### src/hdl/i2cmt_pkg.sv
// shared types and constants of the i2c master transaction unit
package i2cmt_pkg;

    localparam int S_TDATA_W = 32;
    localparam int S_TUSER_W = 2;
    localparam int M_TDATA_W = 16;

    localparam logic [7:0] TPP_RESET = 8'd5;

    typedef enum logic [1:0] {
        FUNC_TICK  = 2'd0,
        FUNC_READ  = 2'd1,
        FUNC_WRITE = 2'd2,
        FUNC_RSVD  = 2'd3
    } func_t;

    typedef enum logic [4:0] {
        PH_IDLE, S_SDA1, S_SCL1, S_SDA0, S_SCL0,
        W_SCL0, W_SDA, W_SCL1, W_END,
        A_SCL0, A_SCL1, A_WAIT, A_SCL0B,
        R_SCL0A, R_BSCL0, R_BSCL1, R_END,
        K_SCL0, K_SDA, K_SCL1,
        P_SDA0, P_SCL1, P_SDA1
    } phase_t;

    // result of one tick
    typedef struct packed {
        logic       success;
        logic       done_res;
        logic       busy_res;
        logic       byte_taken;
        logic       read_valid;
        logic [7:0] read_data;
        logic       sda_drive;
        logic       sda_level;
        logic       scl_level;
    } result_t;

endpackage

### src/hdl/i2cmt_seq.sv
// phase sequencer: bus state, hold timing and per-tick result
module i2cmt_seq
    import i2cmt_pkg::*;
#(
    parameter int MAX_BYTES = 256
)
(
    input  logic       clk,
    input  logic       rst_n,
    input  logic       step,
    input  logic [1:0] func,
    input  logic [6:0] device_address,
    input  logic [8:0] byte_count,
    input  logic [7:0] write_data,
    input  logic       sda_in,
    input  logic [7:0] ticks_per_phase,
    output result_t    res
);

    localparam int BL_W = $clog2(MAX_BYTES + 1);

    phase_t            ph_reg, ph_next, ent_ph;
    logic              ent;
    logic [7:0]        hc_reg, hc_next, hc_dec, tpp_eff;
    logic [2:0]        bc_reg, bc_next;
    logic [BL_W-1:0]   bl_reg, bl_next, bl_dec, bl_cmd;
    logic [7:0]        sb_reg, sb_next;
    logic              rd_reg, rd_next;
    logic              af_reg, af_next;
    logic              ia_reg, ia_next;
    logic              scl_reg, scl_next, sda_reg, sda_next, drv_reg, drv_next;
    logic [31:0]       cnt32;
    logic              o_rv, o_bt, o_done, o_succ;
    logic [7:0]        o_rd;

    assign tpp_eff = (ticks_per_phase == 8'd0) ? 8'd1 : ticks_per_phase;
    assign hc_dec  = (hc_reg != 8'd0) ? hc_reg - 8'd1 : hc_reg;
    assign bl_dec  = (bl_reg != '0) ? bl_reg - BL_W'(1) : bl_reg;

    // byte count with zero taken as one and saturation at the maximum
    always_comb
    begin
        cnt32 = {23'd0, byte_count};
        if (cnt32 == 32'd0)
        begin
            cnt32 = 32'd1;
        end
        if (cnt32 > 32'(MAX_BYTES))
        begin
            cnt32 = 32'(MAX_BYTES);
        end
        bl_cmd = cnt32[BL_W-1:0];
    end

    // next state
    always_comb
    begin
        ph_next = ph_reg;
        hc_next = hc_reg;
        bc_next = bc_reg;
        bl_next = bl_reg;
        sb_next = sb_reg;
        rd_next = rd_reg;
        af_next = af_reg;
        ia_next = ia_reg;
        ent     = 1'b0;
        ent_ph  = ph_reg;
        o_rv    = 1'b0;
        o_bt    = 1'b0;
        o_done  = 1'b0;
        o_succ  = 1'b0;
        o_rd    = 8'd0;
        if (ph_reg == PH_IDLE)
        begin
            if (func == FUNC_READ || func == FUNC_WRITE)
            begin
                bl_next = bl_cmd;
                rd_next = (func == FUNC_READ);
                ia_next = 1'b1;
                af_next = 1'b0;
                bc_next = 3'd0;
                sb_next = {device_address, func == FUNC_READ};
                ent     = 1'b1;
                ent_ph  = S_SDA1;
            end
        end
        else
        begin
            hc_next = hc_dec;
            if (hc_dec == 8'd0)
            begin
                ent = 1'b1;
                case (ph_reg)
                    S_SDA1:  ent_ph = S_SCL1;
                    S_SCL1:  ent_ph = S_SDA0;
                    S_SDA0:  ent_ph = S_SCL0;
                    S_SCL0:
                    begin
                        bc_next = 3'd0;
                        ent_ph  = W_SCL0;
                    end
                    W_SCL0:  ent_ph = W_SDA;
                    W_SDA:   ent_ph = W_SCL1;
                    W_SCL1:
                    begin
                        sb_next = {sb_reg[6:0], 1'b0};
                        if (bc_reg == 3'd7)
                        begin
                            bc_next = 3'd0;
                            ent_ph  = W_END;
                        end
                        else
                        begin
                            bc_next = bc_reg + 3'd1;
                            ent_ph  = W_SCL0;
                        end
                    end
                    W_END:   ent_ph = A_SCL0;
                    A_SCL0:  ent_ph = A_SCL1;
                    A_SCL1:  ent_ph = A_WAIT;
                    A_WAIT:
                    begin
                        af_next = sda_in;
                        ent_ph  = A_SCL0B;
                    end
                    A_SCL0B:
                    begin
                        // address ack, last write byte (ack ignored), or middle write byte
                        if (ia_reg && af_reg)
                        begin
                            ent_ph = P_SDA0;
                        end
                        else if (ia_reg && rd_reg)
                        begin
                            ia_next = 1'b0;
                            ent_ph  = R_SCL0A;
                        end
                        else if (!ia_reg && bl_reg == '0)
                        begin
                            af_next = 1'b0;
                            ent_ph  = P_SDA0;
                        end
                        else if (!ia_reg && af_reg)
                        begin
                            ent_ph = P_SDA0;
                        end
                        else
                        begin
                            ia_next = 1'b0;
                            sb_next = write_data;
                            bl_next = bl_dec;
                            bc_next = 3'd0;
                            o_bt    = 1'b1;
                            ent_ph  = W_SCL0;
                        end
                    end
                    R_SCL0A:
                    begin
                        bc_next = 3'd0;
                        sb_next = 8'd0;
                        ent_ph  = R_BSCL0;
                    end
                    R_BSCL0: ent_ph = R_BSCL1;
                    R_BSCL1:
                    begin
                        sb_next = {sb_reg[6:0], sda_in};
                        if (bc_reg == 3'd7)
                        begin
                            bc_next = 3'd0;
                            ent_ph  = R_END;
                        end
                        else
                        begin
                            bc_next = bc_reg + 3'd1;
                            ent_ph  = R_BSCL0;
                        end
                    end
                    R_END:
                    begin
                        o_rd    = sb_reg;
                        o_rv    = 1'b1;
                        bl_next = bl_dec;
                        ent_ph  = K_SCL0;
                    end
                    K_SCL0:  ent_ph = K_SDA;
                    K_SDA:   ent_ph = K_SCL1;
                    K_SCL1:  ent_ph = (bl_reg != '0) ? R_SCL0A : P_SDA0;
                    P_SDA0:  ent_ph = P_SCL1;
                    P_SCL1:  ent_ph = P_SDA1;
                    P_SDA1:
                    begin
                        ent     = 1'b0;
                        ph_next = PH_IDLE;
                        hc_next = 8'd0;
                        o_done  = 1'b1;
                        o_succ  = !af_reg;
                    end
                    default:
                    begin
                        ent     = 1'b0;
                        ph_next = PH_IDLE;
                    end
                endcase
            end
        end
        if (ent)
        begin
            ph_next = ent_ph;
            hc_next = tpp_eff;
        end
    end

    // line levels set on entry to a phase
    always_comb
    begin
        scl_next = scl_reg;
        sda_next = sda_reg;
        drv_next = drv_reg;
        if (ent)
        begin
            case (ent_ph)
                S_SDA1:  sda_next = 1'b1;
                S_SCL1:  scl_next = 1'b1;
                S_SDA0:  sda_next = 1'b0;
                S_SCL0:  scl_next = 1'b0;
                W_SCL0:
                begin
                    scl_next = 1'b0;
                    drv_next = 1'b1;
                end
                W_SDA:   sda_next = sb_reg[7];
                W_SCL1:  scl_next = 1'b1;
                W_END:   scl_next = 1'b0;
                A_SCL0:  scl_next = 1'b0;
                A_SCL1:
                begin
                    drv_next = 1'b0;
                    scl_next = 1'b1;
                end
                A_SCL0B: scl_next = 1'b0;
                R_SCL0A:
                begin
                    scl_next = 1'b0;
                    drv_next = 1'b1;
                end
                R_BSCL0:
                begin
                    drv_next = 1'b0;
                    scl_next = 1'b0;
                end
                R_BSCL1: scl_next = 1'b1;
                R_END:   scl_next = 1'b0;
                K_SCL0:
                begin
                    scl_next = 1'b0;
                    drv_next = 1'b1;
                end
                K_SDA:   sda_next = (bl_reg == '0);
                K_SCL1:  scl_next = 1'b1;
                P_SDA0:
                begin
                    sda_next = 1'b0;
                    drv_next = 1'b1;
                end
                P_SCL1:  scl_next = 1'b1;
                P_SDA1:  sda_next = 1'b1;
                default: ;
            endcase
        end
    end

    always_comb
    begin
        res.success    = o_succ;
        res.done_res   = o_done;
        res.busy_res   = (ph_next != PH_IDLE);
        res.byte_taken = o_bt;
        res.read_valid = o_rv;
        res.read_data  = o_rd;
        res.sda_drive  = drv_next;
        res.sda_level  = sda_next;
        res.scl_level  = scl_next;
    end

    always_ff @(posedge clk or negedge rst_n)
    begin
        if (!rst_n)
        begin
            ph_reg  <= PH_IDLE;
            hc_reg  <= 8'd0;
            bc_reg  <= 3'd0;
            bl_reg  <= '0;
            sb_reg  <= 8'd0;
            rd_reg  <= 1'b0;
            af_reg  <= 1'b0;
            ia_reg  <= 1'b0;
            scl_reg <= 1'b1;
            sda_reg <= 1'b1;
            drv_reg <= 1'b1;
        end
        else if (step)
        begin
            ph_reg  <= ph_next;
            hc_reg  <= hc_next;
            bc_reg  <= bc_next;
            bl_reg  <= bl_next;
            sb_reg  <= sb_next;
            rd_reg  <= rd_next;
            af_reg  <= af_next;
            ia_reg  <= ia_next;
            scl_reg <= scl_next;
            sda_reg <= sda_next;
            drv_reg <= drv_next;
        end
    end

endmodule

### src/hdl/i2c_master_transaction_unit.sv
// top level of the i2c master transaction unit
//
// Each input item is one bus tick and produces exactly one result item.
// The block takes one item per clock cycle: the tick is worked out in a
// single pass of logic from the phase registers, and its result lands in
// an output register, so an item is accepted whenever that register is
// empty or is being taken in the same cycle. While idle, a tick with
// tuser set to read or write starts a transaction (start, address plus
// R/W bit, data bytes MSB first with ack handling, stop); other ticks and
// commands while busy only advance the bus. Each pin level is held for
// ticks_per_phase ticks (0 acts as 1, reset value 5); the ack check holds
// SCL high for one extra hold period and sda_in is sampled on the last
// tick of an SCL-high hold. Write bytes are taken from write_data on the
// tick whose result shows byte_taken. A missing ack after the address or
// after a byte that is not the last one ends the transaction with stop
// and success low on the done tick. Byte counts of zero act as one and
// counts above MAX_BYTES saturate. The user must write ticks_per_phase
// only while the block is idle; the block itself does not enforce this.
module i2c_master_transaction_unit
    import i2cmt_pkg::*;
#(
    parameter int MAX_BYTES = 256
)
(
    input  logic                 clk,
    input  logic                 rst_n,
    // config write, ticks_per_phase
    input  logic                 cfg_wr_en,
    input  logic [7:0]           cfg_wr_data,
    // input items
    input  logic                 s_tvalid,
    output logic                 s_tready,
    // device_address[6:0], byte_count[15:7], write_data[23:16], sda_in[24], zero fill
    input  logic [S_TDATA_W-1:0] s_tdata,
    // func[1:0]
    input  logic [S_TUSER_W-1:0] s_tuser,
    // result items
    output logic                 m_tvalid,
    input  logic                 m_tready,
    // scl_level[0], sda_level[1], sda_drive[2], read_data[10:3], read_valid[11],
    // byte_taken[12], busy_res[13], done_res[14], success[15]
    output logic [M_TDATA_W-1:0] m_tdata
);

    logic [7:0] tpp_val_reg;
    logic       accept;
    logic       out_valid_reg, out_valid_next;
    result_t    res, out_reg;

    // config register
    always_ff @(posedge clk or negedge rst_n)
    begin
        if (!rst_n)
        begin
            tpp_val_reg <= TPP_RESET;
        end
        else if (cfg_wr_en)
        begin
            tpp_val_reg <= cfg_wr_data;
        end
    end

    // an item goes in when the output register is empty or frees up this cycle
    assign s_tready = !out_valid_reg || m_tready;
    assign accept   = s_tvalid && s_tready;

    i2cmt_seq #(
        .MAX_BYTES (MAX_BYTES)
    ) u_seq (
        .clk             (clk),
        .rst_n           (rst_n),
        .step            (accept),
        .func            (s_tuser[1:0]),
        .device_address  (s_tdata[6:0]),
        .byte_count      (s_tdata[15:7]),
        .write_data      (s_tdata[23:16]),
        .sda_in          (s_tdata[24]),
        .ticks_per_phase (tpp_val_reg),
        .res             (res)
    );

    always_comb
    begin
        out_valid_next = out_valid_reg;
        if (accept)
        begin
            out_valid_next = 1'b1;
        end
        else if (m_tready)
        begin
            out_valid_next = 1'b0;
        end
    end

    always_ff @(posedge clk or negedge rst_n)
    begin
        if (!rst_n)
        begin
            out_valid_reg <= 1'b0;
        end
        else
        begin
            out_valid_reg <= out_valid_next;
        end
    end

    // result payload
    always_ff @(posedge clk)
    begin
        if (accept)
        begin
            out_reg <= res;
        end
    end

    assign m_tvalid = out_valid_reg;
    assign m_tdata  = out_reg;

endmodule

### config.mk
export PLATFORM = sky130hd
export DESIGN_NAME = i2c_master_transaction_unit
export DESIGN_NICKNAME = d
export VERILOG_FILES = /design/src/hdl/i2cmt_pkg.sv /design/src/hdl/i2cmt_seq.sv /design/src/hdl/i2c_master_transaction_unit.sv
export SDC_FILE = /design/constraint.sdc
export NUM_CORES = 1
export LEC_CHECK = 0
export BUFFER_PORTS_ARGS = -buffer_cell sky130_fd_sc_hd__buf_2
export CAP_MARGIN = 5
export CORE_ASPECT_RATIO = 0.75
export CORE_UTILIZATION = 50
export CTS_BUF_LIST = sky130_fd_sc_hd__clkbuf_8 sky130_fd_sc_hd__clkbuf_16
export CTS_CLUSTER_SIZE = 16
export DETAILED_ROUTE_END_ITERATION = 8
export HOLD_SLACK_MARGIN = 0.1
export PLACE_DENSITY = 0.69
export SLEW_MARGIN = 20
export SYNTH_ARGS = -nofsm -noshare
export SYNTH_HDL_FRONTEND = slang
export SYNTH_HIERARCHICAL = 1
export SYNTH_SLANG_ARGS = --single-unit
### constraint.sdc
create_clock -name clk -period 4.4 [get_ports clk]
set_input_delay 0.88 -clock clk [delete_from_list [all_inputs] [get_ports clk]]
set_output_delay 0.88 -clock clk [all_outputs]
set_load 0.03 [all_outputs]
==> flow_metrics.py, run 1 <==
metrics = {
    "sta": {
        "rsz0062_at_grt": "no",
        "slew_viol_final": 0,
        "finalHoldViolCount": 0,
        "slew_headroom_pct": 43.96,
        "worst_pin_slew_ns": 0.8406,
        "layout_setup_ws_ns": 0.5717,
        "clock.fmax_mhz": 261.2,
        "layout_min_cycle_time_ns": 3.828,
        "clock_skew_ns": 0.003791,
        "setup_violations": 0,
        "period_share_pct": 87.01,
        "tns_ns": 0,
    },
    "yosys": {
        "yosysWarnings": 6,
        "syn_nets": 524,
        "synth.distinct_cells": 79,
        "synth_cells": 470,
        "synth_flop_cell": "dfrtp_1",
        "synth_top_area_share_pct": 25.20,
        "yosys-top-cells-area": "dfrtp_1 25%, edfxtp_1 11%, nor2_1 5.0%",
        "ys_ff_latch": 64,
        "async_reset_ff_share_pct": 75.00,
        "syn_avg_cell_area_um2": 9.086,
        "synth-seq-area-share_pct": 39.53,
        "synth_area_um2": 4270,
        "synth_edf_count": 16,
        "synth_top_area_cell": "dfrtp_1",
    },
    "placement": {
        "io_buffers": 57,
        "dp_hpwl_um": 7928,
        "pre_cts_slack_ns": 0.6508,
        "gp_congestion": 0.9770,
    },
    "cells_and_area": {
        "antennaDiodeCount": 0,
        "area_growth_pct": 14.36,
        "drive_gt1_share_pct": 24.66,
        "largest_reg_flops": 16,
        "fillers": 711,
        "layout.nets": 568,
    },
    "grt": {
        "grtUsageMet1_pct": 39.54,
        "grt-busiest-layer": "met1",
        "use_met3_pct": 8.016,
        "grt_pass1_vias": 3424,
        "grt_antenna_before_repair": 0,
        "grt_overflow_total": 0,
        "grt_util_met2_pct": 35.38,
        "gr-usage-all-layers_pct": 26.27,
        "grt_max_degree": 49,
        "grt_pass1_wl_um": 17670,
    },
    "worst_setup_path": {
        "critPathLaunchType": "flip-flop",
        "cp-end-kind": "flip-flop",
        "criticalPathCategory": "reg2reg",
        "critical_path.max_fanout": 10,
        "regToRegSetupSlack_ns": 0.57,
        "worstPathRequired_ns": 4.61,
        "arrival_ns": 4.04,
    },
    "cts": {
        "cts_resized": 0,
        "h-tree-depth": 3,
        "clock_latency_ns": 0.33,
        "clk_pin_slew_ns": 0.06,
        "numCtsBuffers": 9,
        "cts_hold_buf": 0,
        "cts_buffer_depth": 2,
        "post_cts.repair.setup_buffers": 0,
        "cts_tree": "yes",
        "clockRootBuffer": "clkbuf_16",
        "cts.sink_count": 64,
    },
    "routing": {
        "wirelength_um": 11290,
        "routed-via-count": 3957,
        "avgRoutedWirePerCell_um": 18.10,
        "via_per_inst": 6.341,
        "ant_nets": 0,
        "drtPass1Iterations": 6,
        "drtIter0Drc": 466,
        "route.detailed.drc": 0,
    },
    "floorplanning": {
        "core_um2": 8093,
        "die_area_um2": 8918,
        "dieHeight_um": 82.04,
        "fp-row-count": 28,
        "die_x_um": 108.7,
        "io_pins": 65,
        "start_util_pct": 52.77,
    },
    "pwr": {
        "powerDensity_nw_per_um2": 549.9,
        "p_leak_nw": 2.023,
        "vdd_drop_max_mv": 0.2947,
    },
    "flow_run": {
        "maxCapViolCount": 0,
    },
    "outcome": {
        "status": "finished, final reports clean",
    },
    "hold_path": {
        "worstHoldPathType": "reg2reg",
    },
}
==> Yosys cell counts (6+ instances only) <==
cell type  instances
mux2_4             8
nor3b_1            7
o21ai_0           38
a31oi_1            7
mux2_2            13
or4_1              6
buf_4              8
nand2_1           32
a221oi_1           9
edfxtp_1          16
ha_1               7
nor2_1            57
nand3_1           13
clkbuf_1          20
and2_1            11
dfrtp_1           43
inv_1             17
nor3_1            18
a21oi_1           30
==> cell families after synthesis <==
family | synth area share, %
AOI/OAI and AO/OA | 22.15
xor gates and xnor gates | 1.026
adders and majority gates | 2.051
buffers and inverters | 5.655
DFF | 39.53
muxes | 6.944
and+or+nand+nor | 22.65
==> critical path: stages, from the launching register on <==
cell      delay (ns)
dfrtp_1         0.47
inv_1           0.12
ha_1            0.35
nor3b_4         0.30
xnor2_1         0.16
o41ai_4         0.55
nand3_1         0.15
a221oi_1        0.53
and2_1          0.24
o21a_1          0.44
mux2_2          0.40
==> final timing paths <==
kind | from | endpoint | cells after the start
max in group asynchronous | rst_n | m_tvalid | 2
min in group asynchronous | rst_n | tpp_val_reg[4] | 2
min | u_seq/sda_reg | u_seq/sda_reg | 1
max reg2reg | u_seq/hc_reg[0] | u_seq/sb_reg[2] | 10
max | u_seq/hc_reg[0] | u_seq/sb_reg[2] | 10
min reg2reg | u_seq/sda_reg | u_seq/sda_reg | 1
==> cell usage in the layout, fill, tap and decap left out, types with 9 or more instances in the layout <==
master / n
buf_2: 57
nand3_1: 13
nand2_1: 32
dfrtp_1: 43
a21oi_1: 30
nor3_1: 17
clkbuf_16: 9
nor2_1: 57
inv_1: 17
o21ai_0: 38
a221oi_1: 9
edfxtp_1: 16
mux2_2: 13
buf_4: 9
and2_1: 11
==> cell type report <==
type                       instances  area, um2  area share (%)
clock buffer                       9      225.2           4.612
sequential                        64       1688           34.56
tap                              105      131.4           2.690
multi-input combinational        355       2346           48.04
inverter                          17      63.81           1.307
clock inverter                     7      71.32           1.460
timing repair buffer              67      357.8           7.328
==> layer usage <==
layer / up-vias / wire (um)
li1: 1832 / -
met1: 1866 / 5391
met2: 230 / 4507
met3: 29 / 1179
met4: 0 / 216
met5: - / 0
==> stage by stage <==
| stage | std cells | power, mW | area (um2) | utilization, % | hold WS (ns) |
|---|---|---|---|---|---|
| global route | 624 | 2.834 | 4883 | 60.34 | 0.5154 |
| CTS | 623 | 2.653 | 4878 | 60.28 | 0.5071 |
| global placement | 607 | 1.910 | 4577 | 56.56 | 0.4759 |
| detailed placement | 607 | 1.931 | 4582 | 56.62 | 0.4983 |
| floorplan | 470 | 1.653 | 4270 | - | 0.4702 |
| finish | 624 | 2.685 | 4883 | 60.34 | 0.4979 |
==> power breakdown <==
group / total, mW / switching, mW / leakage [nW] / internal (mW)
combinational: 1.12 / 0.711 / 1.14 / 0.405
clock: 0.712 / 0.274 / 0.139 / 0.438
sequential: 0.857 / 0.152 / 0.740 / 0.705
Power figures use the tool's default switching activity.
==> inputs of run 2 (changes only) <==
--- a/config.mk
+++ b/config.mk
@@ -13,7 +13,7 @@
 export CTS_CLUSTER_SIZE = 16
 export DETAILED_ROUTE_END_ITERATION = 8
 export HOLD_SLACK_MARGIN = 0.1
-export PLACE_DENSITY = 0.69
+export PLACE_DENSITY_LB_ADDON = 0.12
 export SLEW_MARGIN = 20
 export SYNTH_ARGS = -nofsm -noshare
 export SYNTH_HDL_FRONTEND = slang
==> flow_metrics.py, run 2 (synthesis results as in run 1) <==
metrics = {
    "outcome": {
        "status": "finished, final reports clean",
    },
    "cells_and_area": {
        "layout.nets": 570,
        "area_growth_pct": 15.27,
        "drive_gt1_share_pct": 24.57,
        "largest_reg_flops": 16,
        "fin_util_pct": 60.82,
        "final_cells": 626,
        "final_cell_mix": "57 x buf_2, 57 x nor2_1, 43 x dfrtp_1",
        "antennaDiodeCount": 0,
    },
    "pwr": {
        "clockPowerShare_pct": 28.1,
        "switching_share_pct": 40.90,
        "internal_power_mw": 1.621,
        "p_leak_nw": 2.050,
        "vdd_drop_max_mv": 0.3785,
        "p_switching_mw": 1.122,
        "powerDensity_nw_per_um2": 557.2,
        "combPwrFrac_pct": 40.9,
        "seqPwrFrac_pct": 31.1,
    },
    "floorplanning": {
        "die_area_um2": 8918,
        "dieHeight_um": 82.04,
        "die_x_um": 108.7,
        "fp-row-count": 28,
        "io_pins": 65,
        "start_util_pct": 52.77,
        "core_um2": 8093,
    },
    "routing": {
        "via_per_inst": 6.236,
        "drtIter0Drc": 554,
        "routed-via-count": 3904,
        "route.detailed.drc": 0,
        "ant_nets": 0,
        "avgRoutedWirePerCell_um": 17.87,
        "wirelength_um": 11190,
        "drtPass1Iterations": 5,
    },
    "cts": {
        "h-tree-depth": 3,
        "cts_hold_buf": 0,
        "cts.sink_count": 64,
        "cts_resized": 0,
        "numCtsBuffers": 9,
        "cts_buffer_depth": 2,
        "clock_latency_ns": 0.34,
        "clockRootBuffer": "clkbuf_16",
        "cts_tree": "yes",
        "post_cts.repair.setup_buffers": 0,
        "clk_pin_slew_ns": 0.05,
    },
    "placement": {
        "dp_hpwl_um": 7969,
        "gp_congestion": 0.9534,
        "dp_cells": 609,
        "io_buffers": 57,
    },
    "sta": {
        "layout_min_cycle_time_ns": 3.739,
        "period_share_pct": 84.98,
        "worst_pin_slew_ns": 0.8121,
        "tns_ns": 0,
        "finalHoldViolCount": 0,
        "rsz0062_at_grt": "no",
        "slew_headroom_pct": 45.86,
        "slew_viol_final": 0,
        "clock.fmax_mhz": 267.4,
        "clock_skew_ns": 0.007524,
        "setup_violations": 0,
    },
    "grt": {
        "grt_pass1_vias": 3523,
        "gr-usage-all-layers_pct": 26.82,
        "grt_max_degree": 49,
        "grt_pass1_wl_um": 17970,
        "grt_overflow_total": 0,
        "grt_antenna_before_repair": 0,
    },
    "worst_setup_path": {
        "arrival_ns": 3.83,
        "worstPathRequired_ns": 4.49,
        "critical_path.max_fanout": 14,
        "critPathLaunchType": "flip-flop",
        "cp-end-kind": "flip-flop",
        "criticalPathCategory": "reg2reg",
    },
    "flow_run": {
        "maxCapViolCount": 0,
    },
    "hold_path": {
        "worstHoldPathType": "reg2reg",
    },
}
run 2: power by group through the flow:
| stage | registers [mW] | logic (mW) | clock network (mW) |
|---|---|---|---|
| after floorplan | 0.803 | 0.850 | 0 |
| final | 0.852 | 1.12 | 0.771 |
| after global routing | 0.865 | 1.23 | 0.807 |
| after global placement | 0.852 | 1.06 | 0 |
| after CTS | 0.844 | 1.10 | 0.784 |
| after detailed placement | 0.853 | 1.09 | 0 |
run 2: cell type report:
| class | instances | area (um2) |
|---|---|---|
| clock inverter | 6 | 83.83 |
| inverter | 17 | 63.81 |
| tap | 105 | 131.4 |
| multi-input combinational | 355 | 2341 |
| timing repair buffer | 69 | 375.4 |
| sequential | 64 | 1688 |
| clock buffer | 10 | 239.0 |
| fill | 708 | 3171 |
run 2: worst paths after layout:
| path | start | end | slack, ns | depth (start not counted) |
|---|---|---|---|---|
| setup / recovery | u_seq/hc_reg[0] | m_tdata[2] | 0.66 | 9 |
| hold / removal | u_seq/sda_reg | u_seq/sda_reg | 0.50 | 1 |
| setup reg to reg | u_seq/hc_reg[0] | m_tdata[2] | 0.66 | 9 |
| hold reg to reg | u_seq/sda_reg | u_seq/sda_reg | 0.50 | 1 |
| max in group asynchronous | rst_n | u_seq/bl_reg[4] | 3.33 | 2 |
| min in group asynchronous | rst_n | tpp_val_reg[7] | 0.65 | 2 |
run 2: worst max-delay path: stages (launching register included):
cell	delay [ns]
dfrtp_1	0.45
inv_1	0.11
ha_1	0.38
nor3b_4	0.30
xnor2_1	0.16
o41a_1	0.51
nor3_4	0.53
mux2i_1	0.27
or4_1	0.53
a22o_1	0.25
run 2: metal layers:
layer	up-vias	part of all wire, %	global-route usage, %
met5	-	0	0
met4	0	0.85	5.405
met3	14	11	9.286
met2	201	41	36.90
met1	1856	47	40.03
li1	1833	-	-
run 2: metrics by stage:
stage                     power, mW  worst slack, ns  instance area (um2)  hold WS, ns
final                         2.743           0.6608                 4922       0.4992
after global routing          2.904           0.4543                 4922       0.5081
after CTS                     2.723           0.7008                 4915       0.4935
after detailed placement      1.941           0.7136                 4592       0.4886
after global placement        1.915           0.7544                 4592       0.4765
after floorplan               1.653            1.020                 4270       0.4702
